<file path="config.mk">
export PLATFORM = sky130hd
export DESIGN_NAME = utf16_to_utf8_transcoder_top
export DESIGN_NICKNAME = d
export VERILOG_FILES = /design/src/rtl/utt_pkg.sv /design/src/rtl/utt_decode.sv /design/src/rtl/utt_serializer.sv /design/src/rtl/utf16_to_utf8_transcoder_top.sv
export SDC_FILE = /design/constraint.sdc
export NUM_CORES = 1
export LEC_CHECK = 0
export ABC_CLOCK_PERIOD_IN_PS = 3700
export BUFFER_PORTS_ARGS = -buffer_cell sky130_fd_sc_hd__clkbuf_2
export CAP_MARGIN = 20
export CORE_UTILIZATION = 50
export CTS_CLUSTER_SIZE = 10
export DETAILED_ROUTE_END_ITERATION = 10
export PLACE_DENSITY = 0.68
export SLEW_MARGIN = 20
export SYNTH_ARGS = -nofsm -noshare
export SYNTH_HDL_FRONTEND = slang
export SYNTH_SLANG_ARGS = --single-unit
</file>
<file path="constraint.sdc">
create_clock -name clk -period 3.7 [get_ports clk]
set_input_delay 0.37 -clock clk [delete_from_list [all_inputs] [get_ports clk]]
set_output_delay 0.37 -clock clk [all_outputs]
set_load 0.02 [all_outputs]
</file>
<file path="src/rtl/utt_pkg.sv">
package utt_pkg;

  localparam int MaxBytes = 12;
  localparam int CntW = 4;

  // up to three bytes of one bmp code point, byte 0 goes out first
  typedef struct packed {
    logic [1:0]      len;
    logic [2:0][7:0] b;
  } enc_t;

  // up to six bytes: a bmp code point, a lone surrogate, or a supplementary code point
  typedef struct packed {
    logic [2:0]      len;
    logic [5:0][7:0] b;
  } seg_t;

  // everything one request produces on the output side
  typedef struct packed {
    logic [MaxBytes-1:0][7:0] bytes;
    logic [CntW-1:0]          cnt;
    logic                     end_flag;
  } item_t;

  function automatic enc_t enc_cp16(logic [15:0] cp);
    enc_t e;
    e = '0;
    if (cp < 16'h0080) begin
      e.len  = 2'd1;
      e.b[0] = cp[7:0];
    end else if (cp < 16'h0800) begin
      e.len  = 2'd2;
      e.b[0] = 8'hC0 | {3'b000, cp[10:6]};
      e.b[1] = 8'h80 | {2'b00, cp[5:0]};
    end else begin
      e.len  = 2'd3;
      e.b[0] = 8'hE0 | {4'h0, cp[15:12]};
      e.b[1] = 8'h80 | {2'b00, cp[11:6]};
      e.b[2] = 8'h80 | {2'b00, cp[5:0]};
    end
    return e;
  endfunction

  function automatic seg_t enc_lone(logic [15:0] u, logic esc);
    seg_t s;
    enc_t e0;
    enc_t e1;
    s  = '0;
    e0 = enc_cp16(16'hDC80 + {8'h00, u[7:0]});
    e1 = enc_cp16(16'hDC80 + {8'h00, u[15:8]});
    if (esc) begin
      s.len      = 3'd6;
      s.b[2:0]   = e0.b;
      s.b[5:3]   = e1.b;
    end else begin
      s.len  = 3'd3;
      s.b[0] = 8'hEF;
      s.b[1] = 8'hBF;
      s.b[2] = 8'hBD;
    end
    return s;
  endfunction

  function automatic seg_t enc_bmp(logic [15:0] cp);
    seg_t s;
    enc_t e;
    s        = '0;
    e        = enc_cp16(cp);
    s.len    = {1'b0, e.len};
    s.b[2:0] = e.b;
    return s;
  endfunction

  function automatic seg_t enc_pair(logic [9:0] hi, logic [9:0] lo);
    seg_t s;
    logic [20:0] cp;
    s      = '0;
    cp     = 21'h010000 + {1'b0, hi, lo};
    s.len  = 3'd4;
    s.b[0] = 8'hF0 | {5'b00000, cp[20:18]};
    s.b[1] = 8'h80 | {2'b00, cp[17:12]};
    s.b[2] = 8'h80 | {2'b00, cp[11:6]};
    s.b[3] = 8'h80 | {2'b00, cp[5:0]};
    return s;
  endfunction

endpackage

</file>
<file path="src/rtl/utt_decode.sv">
module utt_decode (
  input  logic           clk,
  input  logic           rst,
  input  logic           accept,
  input  logic [15:0]    code_unit,
  input  logic           last_unit,
  input  logic           esc,
  output utt_pkg::item_t item
);
  import utt_pkg::*;

  logic       held_valid;
  logic [9:0] held_low_bits;

  logic is_high;
  logic is_low;
  logic is_sur;
  seg_t seg_a;
  seg_t seg_b;

  assign is_high = code_unit[15:10] == 6'b110110;
  assign is_low  = code_unit[15:10] == 6'b110111;
  assign is_sur  = code_unit[15:11] == 5'b11011;

  always_comb begin
    seg_a = '0;
    seg_b = '0;
    if (held_valid && is_low) begin
      seg_a = enc_pair(held_low_bits, code_unit[9:0]);
    end else begin
      // a held high surrogate without its partner goes out first
      if (held_valid) begin
        seg_a = enc_lone({6'b110110, held_low_bits}, esc);
      end
      if (is_high && !last_unit) begin
        seg_b = '0;
      end else if (is_sur) begin
        seg_b = enc_lone(code_unit, esc);
      end else begin
        seg_b = enc_bmp(code_unit);
      end
    end
  end

  always_comb begin
    item          = '0;
    item.cnt      = {1'b0, seg_a.len} + {1'b0, seg_b.len};
    item.end_flag = last_unit;
    case (seg_a.len)
      3'd3: begin
        item.bytes[2:0] = seg_a.b[2:0];
        item.bytes[8:3] = seg_b.b;
      end
      3'd4: begin
        item.bytes[3:0] = seg_a.b[3:0];
      end
      3'd6: begin
        item.bytes[5:0]  = seg_a.b;
        item.bytes[11:6] = seg_b.b;
      end
      default: begin
        item.bytes[5:0] = seg_b.b;
      end
    endcase
  end

  always_ff @(posedge clk) begin
    if (rst) begin
      held_valid    <= 1'b0;
      held_low_bits <= '0;
    end else if (accept) begin
      held_valid    <= is_high && !last_unit;
      held_low_bits <= (is_high && !last_unit) ? code_unit[9:0] : 10'd0;
    end
  end

endmodule

</file>
<file path="src/rtl/utt_serializer.sv">
module utt_serializer (
  input  logic           clk,
  input  logic           rst,
  input  logic           load,
  input  utt_pkg::item_t item,
  output logic           can_load,
  output logic           out_valid,
  input  logic           out_stall,
  output logic [7:0]     out_byte,
  output logic           run_last,
  output logic           stream_end
);
  import utt_pkg::*;

  logic [MaxBytes-1:0][7:0] bytes;
  logic [CntW-1:0]          rem;
  logic                     end_flag;
  logic                     take;

  assign take      = (rem != '0) && !out_stall;
  assign can_load  = (rem == '0) || ((rem == CntW'(1)) && !out_stall);
  assign out_valid = rem != '0;
  assign out_byte  = bytes[0];
  assign run_last  = rem == CntW'(1);
  assign stream_end = (rem == CntW'(1)) && end_flag;

  always_ff @(posedge clk) begin
    if (rst) begin
      rem <= '0;
    end else if (load) begin
      rem <= item.cnt;
    end else if (take) begin
      rem <= rem - CntW'(1);
    end
  end

  always_ff @(posedge clk) begin
    if (load) begin
      bytes    <= item.bytes;
      end_flag <= item.end_flag;
    end else if (take) begin
      bytes <= {8'h00, bytes[MaxBytes-1:1]};
    end
  end

endmodule

</file>
<file path="src/rtl/utf16_to_utf8_transcoder_top.sv">
// a request accepted is loaded into the output shift register and its first byte is offered in the next cycle
// throughput: one byte per cycle while out_stall is low; a request yields
// 1 to 3 bytes for a bmp unit, 4 for a pair, up to 12, sent from the output shift register
// a new request is taken in the cycle its predecessor's last byte is taken
// a high surrogate that is held produces no bytes of its own and leaves the input free
// synchronous active-high reset empties the output and the held surrogate, escape off
module utf16_to_utf8_transcoder_top (
  input  logic        clk,
  input  logic        rst,
  input  logic        in_valid,
  output logic        in_stall,
  input  logic [15:0] code_unit,
  input  logic        last_unit,
  output logic        out_valid,
  input  logic        out_stall,
  output logic [7:0]  out_byte,
  output logic        run_last,
  output logic        stream_end,
  input  logic        cfg_valid,
  output logic        cfg_ready,
  input  logic        cfg_data
);
  import utt_pkg::*;

  logic  surrogate_escape;
  logic  can_load;
  logic  accept;
  item_t item;

  assign cfg_ready = 1'b1;
  assign in_stall  = !can_load;
  assign accept    = in_valid && can_load;

  always_ff @(posedge clk) begin
    if (rst) begin
      surrogate_escape <= 1'b0;
    end else if (cfg_valid && cfg_ready) begin
      surrogate_escape <= cfg_data;
    end
  end

  utt_decode u_decode (
    .clk       (clk),
    .rst       (rst),
    .accept    (accept),
    .code_unit (code_unit),
    .last_unit (last_unit),
    .esc       (surrogate_escape),
    .item      (item)
  );

  utt_serializer u_ser (
    .clk        (clk),
    .rst        (rst),
    .load       (accept),
    .item       (item),
    .can_load   (can_load),
    .out_valid  (out_valid),
    .out_stall  (out_stall),
    .out_byte   (out_byte),
    .run_last   (run_last),
    .stream_end (stream_end)
  );

endmodule

</file>
==> results of run 1 <==
[worst register-to-register path, delay by kind of cell (launching register included)]
family / cells / cell delay (ps)
DFF: 1 / 310
muxes: 1 / 590
adders and majority gates: 1 / 180
and+or+nand+nor: 1 / 250
buffers and inverters: 3 / 1050
[placed cells by master (no fill, tap or decap), types with 5 or more instances in the layout]
cell and instances:
edfxtp_1 94, nor2_1 53, nand2_1 50, clkbuf_2 34, a21oi_1 29, o21ai_0 22, nand3_1 19, inv_1 16
dfxtp_1 16, and2_1 14, a21o_1 11, a31oi_1 10, a22o_1 10, a22oi_1 10, buf_4 10, nor3_1 9
clkbuf_16 9, a211oi_1 8, ha_1 7, o211ai_1 6, o22a_1 6, o21ai_1 5, nor3b_1 5
[path summary, 6_finish.rpt]
check / endpoint / from / depth (start not counted)
hold / removal: surrogate_escape / cfg_data / 3
setup / recovery: u_ser.bytes[95] / u_ser.rem[1] / 6
hold reg to reg: u_ser.bytes[74] / u_ser.bytes[82] / 1
setup reg to reg: u_ser.bytes[95] / u_ser.rem[1] / 6
[logic make-up (layout without fill, tap and decap cells)]
| group | Yosys count | after routing | share of synthesized area |
|---|---|---|---|
| other | 2 | 3 | 0.001315 |
| adders and majority gates | 7 | 7 | 0.01534 |
| and+or+nand+nor | 184 | 184 | 0.1621 |
| muxes | 3 | 3 | 0.005259 |
| AOI/OAI and AO/OA | 166 | 166 | 0.2066 |
| buffers and inverters | 70 | 80 | 0.05587 |
| DFF | 110 | 110 | 0.5504 |
| xor gates and xnor gates | 2 | 2 | 0.003068 |
[registers in the layout, summed over array words and instances (netlist names)]
name,flops
surrogate_escape,1
u_decode.held_low_bits,10
u_decode.held_valid,1
u_ser.bytes,85
u_ser.end_flag,1
u_ser.out_byte,8
u_ser.rem,4
[metrics by stage]
step | power [uW] | std cells | util | setup WS, ps | area (sq um)
5_1_grt | 5364 | 695 | 0.5663 | 715.0 | 6220
4_1_cts | 5073 | 695 | 0.5663 | 1013 | 6220
3_5_place_dp | 4109 | 679 | 0.5399 | 971.6 | 5929
6_report | 5064 | 695 | 0.5663 | 986.6 | 6220
2_1_floorplan | 3690 | 545 | - | 421.7 | 5714
3_3_place_gp | 4059 | 679 | 0.5399 | 1046 | 5929
[power by group through the flow]
stage / logic, uW / registers [uW] / clock network (uW)
2_1_floorplan: 1300 / 2390 / 0
3_3_place_gp: 1660 / 2400 / 0
3_5_place_dp: 1700 / 2410 / 0
4_1_cts: 1700 / 2390 / 976
5_1_grt: 1900 / 2450 / 1020
6_report: 1700 / 2390 / 970
[area by class of cell]
class,instances,area (sq um)
clock inverters,7,65.06
fillers,951,4763
flip-flops and latches,110,3143
multi-input cells,365,2257
inverters,18,68.82
repair buffers,46,285.3
clock buffers,9,225.2
well taps,140,175.2
[routing by layer]
metal / track usage / up-vias
li1: - / 2057
met3: 0.07233 / 38
met5: 0 / -
met4: 0.1081 / 0
met1: 0.4151 / 2202
met2: 0.4169 / 222
==> impl_results.html, run 1 <==
<table>
<tr><th>Metric</th><th>Value</th></tr>
<tr><th colspan="2">Clocking</th></tr>
<tr><td>TritonCTS clock tree</td><td>yes</td></tr>
<tr><td>Clock input transition at the sequential cells of the worst setup and hold paths</td><td>about 70 ps</td></tr>
<tr><td>Post-CTS resize count</td><td>0</td></tr>
<tr><td>Maximum root-to-sink buffer count</td><td>2</td></tr>
<tr><td>Cts bufs inserted</td><td>9</td></tr>
<tr><td>Clk_lat worst skew</td><td>roughly 360 ps</td></tr>
<tr><td>Count of hold buffers inserted by post-cts repair</td><td>0</td></tr>
<tr><td>Post-CTS setup buffers</td><td>0</td></tr>
<tr><td>Clock Root Buffer</td><td>clkbuf_16</td></tr>
<tr><td>Num Clock Sinks</td><td>110</td></tr>
<tr><td>Level count of the clock H-tree</td><td>3</td></tr>
<tr><th colspan="2">Placement</th></tr>
<tr><td>I/O Buffers</td><td>34</td></tr>
<tr><td>Detail Placement HPWL</td><td>about 11,000 um</td></tr>
<tr><td>Routability cong.</td><td>roughly 0.94</td></tr>
<tr><th colspan="2">Yosys</th></tr>
<tr><td>Most frequently used cell type in the post-synthesis netlist</td><td>edfxtp_1</td></tr>
<tr><td>Main synth FF type</td><td>edfxtp_1</td></tr>
<tr><td>Fraction of the yosys area taken by sequential cells</td><td>0.5504</td></tr>
<tr><td>Unique masters post-synth</td><td>70</td></tr>
<tr><td>Cells taking the most area after synthesis</td><td>edfxtp_1 49%, dfxtp_1 5.6%, nor2_1 3.5%</td></tr>
<tr><td>Post-Synthesis Cells</td><td>approximately 540</td></tr>
<tr><td>Share of synthesized registers carrying an async set or reset</td><td>0</td></tr>
<tr><td>Total number of yosys warnings</td><td>0</td></tr>
<tr><td>Avg Inst Size Synth</td><td>around 10 sq um</td></tr>
<tr><td>Seq cells post-synth</td><td>110</td></tr>
<tr><td>Number of enable-type register cells in the synthesized netlist</td><td>between 90 and 100</td></tr>
<tr><td>Share of Yosys cell area claimed by the top area cell type</td><td>0.4943</td></tr>
<tr><td>Dominant cell type by area after synthesis</td><td>edfxtp_1</td></tr>
<tr><td>Most frequent cells after synthesis</td><td>94 x edfxtp_1, 53 x nor2_1, 50 x nand2_1, 29 x a21oi_1, 23 x clkbuf_1</td></tr>
<tr><td>Post-synth design cell area</td><td>~0.0057 sq mm</td></tr>
<tr><th colspan="2">Power</th></tr>
<tr><td>LEAKAGE</td><td>~0.0023 uW</td></tr>
<tr><td>Power dissipated by switching net loads</td><td>roughly 1700 uW</td></tr>
<tr><td>Combinational share of power</td><td>0.336</td></tr>
<tr><td>Internal power summed over all cells</td><td>approximately 3300 uW</td></tr>
<tr><td>Largest vdd supply drop</td><td>0.001023 V</td></tr>
<tr><td>Power per cell area</td><td>slightly above 800 mW/mm^2</td></tr>
<tr><td>Proportion of total power due to net switching</td><td>0.3390</td></tr>
<tr><td>Relative contribution of the clock network to total power</td><td>0.192</td></tr>
<tr><td>Flop pwr share</td><td>0.473</td></tr>
<tr><th colspan="2">Timing</th></tr>
<tr><td>Count of endpoints failing hold in the final timing report</td><td>0</td></tr>
<tr><td>Max_slew headroom</td><td>0.4514</td></tr>
<tr><td>Period Utilization, post-route</td><td>0.7334</td></tr>
<tr><td>Number of setup violations in the final report</td><td>0</td></tr>
<tr><td>Total count of max-transition violations in the final report</td><td>0</td></tr>
<tr><td>Setup repair after global routing missed its margin</td><td>false</td></tr>
<tr><td>Final worst path period need</td><td>between 2000 and 3000 ps</td></tr>
<tr><td>Final Hold Slack</td><td>~250 ps</td></tr>
<tr><td>F_max</td><td>approximately 370 MHz</td></tr>
<tr><td>Final Skew</td><td>8.450 ps</td></tr>
<tr><td>Final TNS setup</td><td>0 ps</td></tr>
<tr><td>Worst Max-Slew Pin Slew</td><td>just over 800 ps</td></tr>
<tr><th colspan="2">Floorplan</th></tr>
<tr><td>Vertical die dimension</td><td>between 100 and 150 um</td></tr>
<tr><td>Die W</td><td>108.9 um</td></tr>
<tr><td>Number of standard-cell rows in the floorplan</td><td>38</td></tr>
<tr><td>Initial Utilization</td><td>0.5199</td></tr>
<tr><td>Area inside the core boundary</td><td>~0.011 sq mm</td></tr>
<tr><td>Ports</td><td>36</td></tr>
<tr><td>DIE AREA</td><td>approximately 0.012 sq mm</td></tr>
<tr><th colspan="2">Drt</th></tr>
<tr><td>Wirelength per Cell</td><td>~23 um</td></tr>
<tr><td>Initial DRC count</td><td>between 400 and 500</td></tr>
<tr><td>Metal1 wirelength</td><td>7065 um</td></tr>
<tr><td>Met2 Routed Length</td><td>between 7000 and 8000 um</td></tr>
<tr><td>Drt total wl</td><td>15,760 um</td></tr>
<tr><td>Number of nets with antenna violations after routing</td><td>0</td></tr>
<tr><td>Number of remaining DRC errors</td><td>0</td></tr>
<tr><td>Vias per inst</td><td>approximately 6.5</td></tr>
<tr><td>Length of the first detailed-routing pass in iterations</td><td>5</td></tr>
<tr><td>Total number of vias</td><td>between 4k and 5k</td></tr>
<tr><td>Max layer used</td><td>met4</td></tr>
<tr><td>Detailed route wirelength on metal3</td><td>1174 um</td></tr>
<tr><th colspan="2">Min path</th></tr>
<tr><td>Class of the tightest hold or removal check</td><td>input port to flip-flop</td></tr>
<tr><th colspan="2">Critical path</th></tr>
<tr><td>Slowest library cell on the worst path</td><td>mux2i_1</td></tr>
<tr><td>Critical path startpoint category</td><td>flip-flop</td></tr>
<tr><td>Flop-to-flop setup slack</td><td>between 900 and 1000 ps</td></tr>
<tr><td>Critical path required time</td><td>3770 ps</td></tr>
<tr><td>Endpoint class of the critical path</td><td>flip-flop</td></tr>
<tr><td>Worst Path Arrival</td><td>2780 ps</td></tr>
<tr><td>Delay of the slowest cell on the worst path</td><td>590 ps</td></tr>
<tr><td>Crit-path leading delay family</td><td>buffers and inverters</td></tr>
<tr><td>Buf+Inv Stages, Crit Path</td><td>3</td></tr>
<tr><td>Critical path fanouts, max</td><td>70</td></tr>
<tr><td>Kind of critical path</td><td>flip-flop to flip-flop</td></tr>
<tr><td>Cells traversed along the worst timing path</td><td>inv_1 -&gt; ha_1 -&gt; nor3b_2 -&gt; mux2i_1 -&gt; clkinv_2 -&gt; buf_12</td></tr>
<tr><th colspan="2">GRT</th></tr>
<tr><td>Largest net degree at the start of global routing</td><td>93</td></tr>
<tr><td>Vias in the first global route</td><td>roughly 4.3k</td></tr>
<tr><td>Aggregate global-route resource usage</td><td>0.2883</td></tr>
<tr><td>Number of antenna violations at the first check in global routing</td><td>0</td></tr>
<tr><td>Total grt overflow</td><td>0</td></tr>
<tr><td>Global-route wire length before repair</td><td>~25,000 um</td></tr>
<tr><th colspan="2">Run status</th></tr>
<tr><td>Outcome</td><td>complete, no violations</td></tr>
<tr><th colspan="2">Layout</th></tr>
<tr><td>Synthesis-to-layout area growth</td><td>8.918%</td></tr>
<tr><td>Number of diodes added for antenna fixing</td><td>0</td></tr>
<tr><td>Ratio of cells with drive above 1 in the final layout</td><td>0.1423</td></tr>
<tr><td>Final net count</td><td>580</td></tr>
<tr><th colspan="2">Job</th></tr>
<tr><td>Maxcap violations</td><td>0</td></tr>
</table>
Note: power is estimated with default switching activity, not from simulation.
==> run 2, diff against run 1 <==
- ABC_AREA: not set -> 1
- ABC_CLOCK_PERIOD_IN_PS: 3700 -> 2240
- PLACE_DENSITY: 0.68 -> 0.7
- clock period: 3.7 -> 2.24 ns (I/O delays scaled with it)
==> impl_results.html, run 2 <==
<table>
<tr><th>Metric</th><th>Value</th></tr>
<tr><th colspan="2">Run status</th></tr>
<tr><td>Outcome</td><td>complete, no violations</td></tr>
<tr><th colspan="2">Clocking</th></tr>
<tr><td>Cts bufs inserted</td><td>9</td></tr>
<tr><td>Post-CTS setup buffers</td><td>0</td></tr>
<tr><td>TritonCTS clock tree</td><td>yes</td></tr>
<tr><td>Count of hold buffers inserted by post-cts repair</td><td>0</td></tr>
<tr><td>Clock Root Buffer</td><td>clkbuf_16</td></tr>
<tr><td>Post-CTS resize count</td><td>0</td></tr>
<tr><td>Clk_lat worst skew</td><td>between 300 and 400 ps</td></tr>
<tr><td>Maximum root-to-sink buffer count</td><td>2</td></tr>
<tr><td>Num Clock Sinks</td><td>110</td></tr>
<tr><td>Clock input transition at the sequential cells of the worst setup and hold paths</td><td>80 ps</td></tr>
<tr><td>Level count of the clock H-tree</td><td>3</td></tr>
<tr><th colspan="2">Placement</th></tr>
<tr><td>Detail Placement HPWL</td><td>roughly 12,000 um</td></tr>
<tr><td>Placement-stage worst setup slack</td><td>132.9 ps</td></tr>
<tr><td>Placed Cells</td><td>780</td></tr>
<tr><td>Routability cong.</td><td>approximately 0.95</td></tr>
<tr><td>I/O Buffers</td><td>34</td></tr>
<tr><th colspan="2">Floorplan</th></tr>
<tr><td>Vertical die dimension</td><td>roughly 110 um</td></tr>
<tr><td>DIE AREA</td><td>between 0.01 and 0.015 sq mm</td></tr>
<tr><td>Area inside the core boundary</td><td>~0.011 sq mm</td></tr>
<tr><td>Number of standard-cell rows in the floorplan</td><td>38</td></tr>
<tr><td>Ports</td><td>36</td></tr>
<tr><td>Initial Utilization</td><td>0.5229</td></tr>
<tr><td>Die W</td><td>between 100 and 150 um</td></tr>
<tr><th colspan="2">Timing</th></tr>
<tr><td>Max_slew headroom</td><td>0.6221</td></tr>
<tr><td>Worst Max-Slew Pin Slew</td><td>between 500 and 600 ps</td></tr>
<tr><td>Total count of max-transition violations in the final report</td><td>0</td></tr>
<tr><td>Period Utilization, post-route</td><td>0.9450</td></tr>
<tr><td>Count of endpoints failing hold in the final timing report</td><td>0</td></tr>
<tr><td>Worst Slack Setup Final</td><td>between 100 and 150 ps</td></tr>
<tr><td>F_max</td><td>between 400 and 500 MHz</td></tr>
<tr><td>Setup repair after global routing missed its margin</td><td>false</td></tr>
<tr><td>Final Skew</td><td>~10 ps</td></tr>
<tr><td>Number of setup violations in the final report</td><td>0</td></tr>
<tr><td>Final worst path period need</td><td>about 2100 ps</td></tr>
<tr><th colspan="2">Yosys</th></tr>
<tr><td>Cells taking the most area after synthesis</td><td>edfxtp_1 49%, nand2_1 8.7%, dfxtp_1 5.6%</td></tr>
<tr><td>Post-Synthesis Cells</td><td>610</td></tr>
<tr><td>Total number of yosys warnings</td><td>0</td></tr>
<tr><td>Post-synth design cell area</td><td>slightly below 0.006 sq mm</td></tr>
<tr><td>Most frequent cells after synthesis</td><td>133 x nand2_1, 94 x edfxtp_1, 49 x inv_1, 48 x nor2_1, 46 x a21oi_1</td></tr>
<tr><td>Share of Yosys cell area claimed by the top area cell type</td><td>0.4894</td></tr>
<tr><td>Seq cells post-synth</td><td>110</td></tr>
<tr><td>Main synth FF type</td><td>edfxtp_1</td></tr>
<tr><td>Share of synthesized registers carrying an async set or reset</td><td>0</td></tr>
<tr><td>Most frequently used cell type in the post-synthesis netlist</td><td>nand2_1</td></tr>
<tr><td>Avg Inst Size Synth</td><td>around 9.5 sq um</td></tr>
<tr><td>Number of enable-type register cells in the synthesized netlist</td><td>94</td></tr>
<tr><td>Unique masters post-synth</td><td>42</td></tr>
<tr><td>Dominant cell type by area after synthesis</td><td>edfxtp_1</td></tr>
<tr><td>Fraction of the yosys area taken by sequential cells</td><td>0.5449</td></tr>
<tr><th colspan="2">GRT</th></tr>
<tr><td>GRT busiest layer</td><td>met2</td></tr>
<tr><td>Largest net degree at the start of global routing</td><td>35</td></tr>
<tr><td>Number of antenna violations at the first check in global routing</td><td>0</td></tr>
<tr><td>Total grt overflow</td><td>0</td></tr>
<tr><td>Vias in the first global route</td><td>4,492</td></tr>
<tr><td>Global-route wire length before repair</td><td>around 24,000 um</td></tr>
<tr><td>Met2 usage</td><td>0.4627</td></tr>
<tr><td>Met3 capacity usage during global routing</td><td>0.06106</td></tr>
<tr><td>Global routing met1 resource utilization</td><td>0.3701</td></tr>
<tr><td>Aggregate global-route resource usage</td><td>0.2852</td></tr>
<tr><th colspan="2">Job</th></tr>
<tr><td>Maxcap violations</td><td>0</td></tr>
<tr><th colspan="2">Layout</th></tr>
<tr><td>Most frequent cells in the layout</td><td>133 x nand2_1, 94 x edfxtp_1, 48 x nor2_1</td></tr>
<tr><td>Most flop-heavy register</td><td>u_ser.bytes</td></tr>
<tr><td>Share of the core filled with cells</td><td>0.5882</td></tr>
<tr><td>Number of filler instances in the final layout</td><td>around 980</td></tr>
<tr><td>Final net count</td><td>slightly below 700</td></tr>
<tr><td>Final cell count without fillers</td><td>796</td></tr>
<tr><td>Synthesis-to-layout area growth</td><td>12.49%</td></tr>
<tr><td>Ratio of cells with drive above 1 in the final layout</td><td>0.2073</td></tr>
<tr><td>Most frequent standard cell in the layout excluding fill and tap cells</td><td>nand2_1</td></tr>
<tr><td>Number of diodes added for antenna fixing</td><td>0</td></tr>
<tr><td>Number of flip-flops under the largest register name</td><td>between 80 and 90</td></tr>
<tr><th colspan="2">Critical path</th></tr>
<tr><td>Delay of the slowest cell on the worst path</td><td>roughly 320 ps</td></tr>
<tr><td>Critical path fanouts, max</td><td>7</td></tr>
<tr><td>Crit. Startpoint</td><td>u_ser.rem[1]</td></tr>
<tr><td>Kind of critical path</td><td>flip-flop to flip-flop</td></tr>
<tr><td>Flop-to-flop setup slack</td><td>roughly 120 ps</td></tr>
<tr><td>Critical path startpoint category</td><td>flip-flop</td></tr>
<tr><td>Endpoint class of the critical path</td><td>flip-flop</td></tr>
<tr><td>Source of the worst register-to-register timing path</td><td>u_ser.rem[1]</td></tr>
<tr><td>Worst Path Arrival</td><td>between 2000 and 2500 ps</td></tr>
<tr><td>R2r endpoint</td><td>u_ser.bytes[30]</td></tr>
<tr><td>Depth of the most critical reg-to-reg path</td><td>10</td></tr>
<tr><td>Buf+Inv Stages, Crit Path</td><td>4</td></tr>
<tr><td>Critical path required time</td><td>approximately 2400 ps</td></tr>
<tr><td>Crit-path leading delay family</td><td>compound AO/OA/AOI/OAI gates</td></tr>
<tr><td>Slowest library cell on the worst path</td><td>dfxtp_1</td></tr>
<tr><td>Cells traversed along the worst timing path</td><td>inv_2 -&gt; ha_1 -&gt; nand3_2 -&gt; o21ai_1 -&gt; inv_2 -&gt; nor2_8 -&gt; inv_4 -&gt; nor2_4 -&gt; inv_2 -&gt; o211ai_1</td></tr>
<tr><td>Most frequent CP cell</td><td>inv_2</td></tr>
<tr><th colspan="2">Power</th></tr>
<tr><td>LEAKAGE</td><td>between 0.002 and 0.003 uW</td></tr>
<tr><td>Largest vdd supply drop</td><td>~0.00090 V</td></tr>
<tr><td>Power per cell area</td><td>1305 mW/mm^2</td></tr>
<tr><td>Total chip power</td><td>8467 uW</td></tr>
<tr><th colspan="2">Drt</th></tr>
<tr><td>Vias per inst</td><td>between 5 and 6</td></tr>
<tr><td>Number of nets with antenna violations after routing</td><td>0</td></tr>
<tr><td>Initial DRC count</td><td>~350</td></tr>
<tr><td>Number of remaining DRC errors</td><td>0</td></tr>
<tr><td>Wirelength per Cell</td><td>slightly below 20 um</td></tr>
<tr><td>Drt total wl</td><td>15,660 um</td></tr>
<tr><td>Length of the first detailed-routing pass in iterations</td><td>4</td></tr>
<tr><td>Total number of vias</td><td>about 4.5k</td></tr>
<tr><th colspan="2">Min path</th></tr>
<tr><td>Cell count of the worst hold path</td><td>3</td></tr>
<tr><td>Class of the tightest hold or removal check</td><td>input port to flip-flop</td></tr>
<tr><td>Hold wc startpoint</td><td>cfg_data</td></tr>
<tr><td>Worst hold endpoint</td><td>surrogate_escape</td></tr>
</table>
-- run 2: worst reg2reg max path, delay by kind of cell, from the launching register on --
| kind | cells | cell delay [ps] |
|---|---|---|
| buffers and inverters | 4 | 440 |
| flip-flops | 1 | 320 |
| adder cells (fa/ha/maj) | 1 | 180 |
| AO/OA/AOI/OAI | 2 | 480 |
| AND/OR/NAND/NOR | 3 | 480 |
-- run 2: layout make-up --
cell class	instances	area, sq um	share of cell area
Clock buffer	9	225.2	0.03471
Clock inverter	7	72.57	0.01118
Inverter	66	254.0	0.03914
Multi-Input combinational cell	403	2195	0.3382
Sequential cell	110	3144	0.4846
Tap cell	140	175.2	0.02700
Timing Repair Buffer	61	422.9	0.06518
-- run 2: cell families (layout without fill, tap and decap cells) --
group	Yosys count	in the layout	share of synthesized area
buffers and inverters	98	143	0.08069
DFF	110	110	0.5449
xor gates and xnor gates	4	4	0.006075
AOI/OAI and AO/OA	138	138	0.1386
other	2	3	0.001302
and+or+nand+nor	251	251	0.2132
adders and majority gates	7	7	0.01518
-- run 2: how the worst max path moves through the flow --
stage,to,cells past startpoint
finish,u_ser.bytes[30],10
global route,u_ser.bytes[40],10
CTS,u_ser.bytes[40],10
detailed placement,u_ser.bytes[40],10
global placement,u_ser.bytes[41],11
floorplan,u_ser.rem[3],8
-- run 2: metrics by stage --
step           hold WS [ps]  setup TNS, ps  cell area (sq um)
3_5_place_dp          485.7              0               6191
6_report              108.2              0               6489
3_3_place_gp          448.4              0               6191
4_1_cts               97.09              0               6489
2_1_floorplan         293.1         -45490               5804
5_1_grt               88.19              0               6489
-- run 2: per-layer routing --
layer  routed length [um]  part of all wire  up-vias
li1                     -                 -     2152
met1                 6799              0.43     2188
met2                 7420              0.47      171
met3                  955             0.061       33
met4                  487             0.031        0
met5                    0                 0        -
-- run 2: report_power, final --
group	internal, uW	total, uW	switching (uW)
Combinational	1010	2930	1920
Clock	795	1610	820
Sequential	3660	3920	265
Total	5460	8470	3010
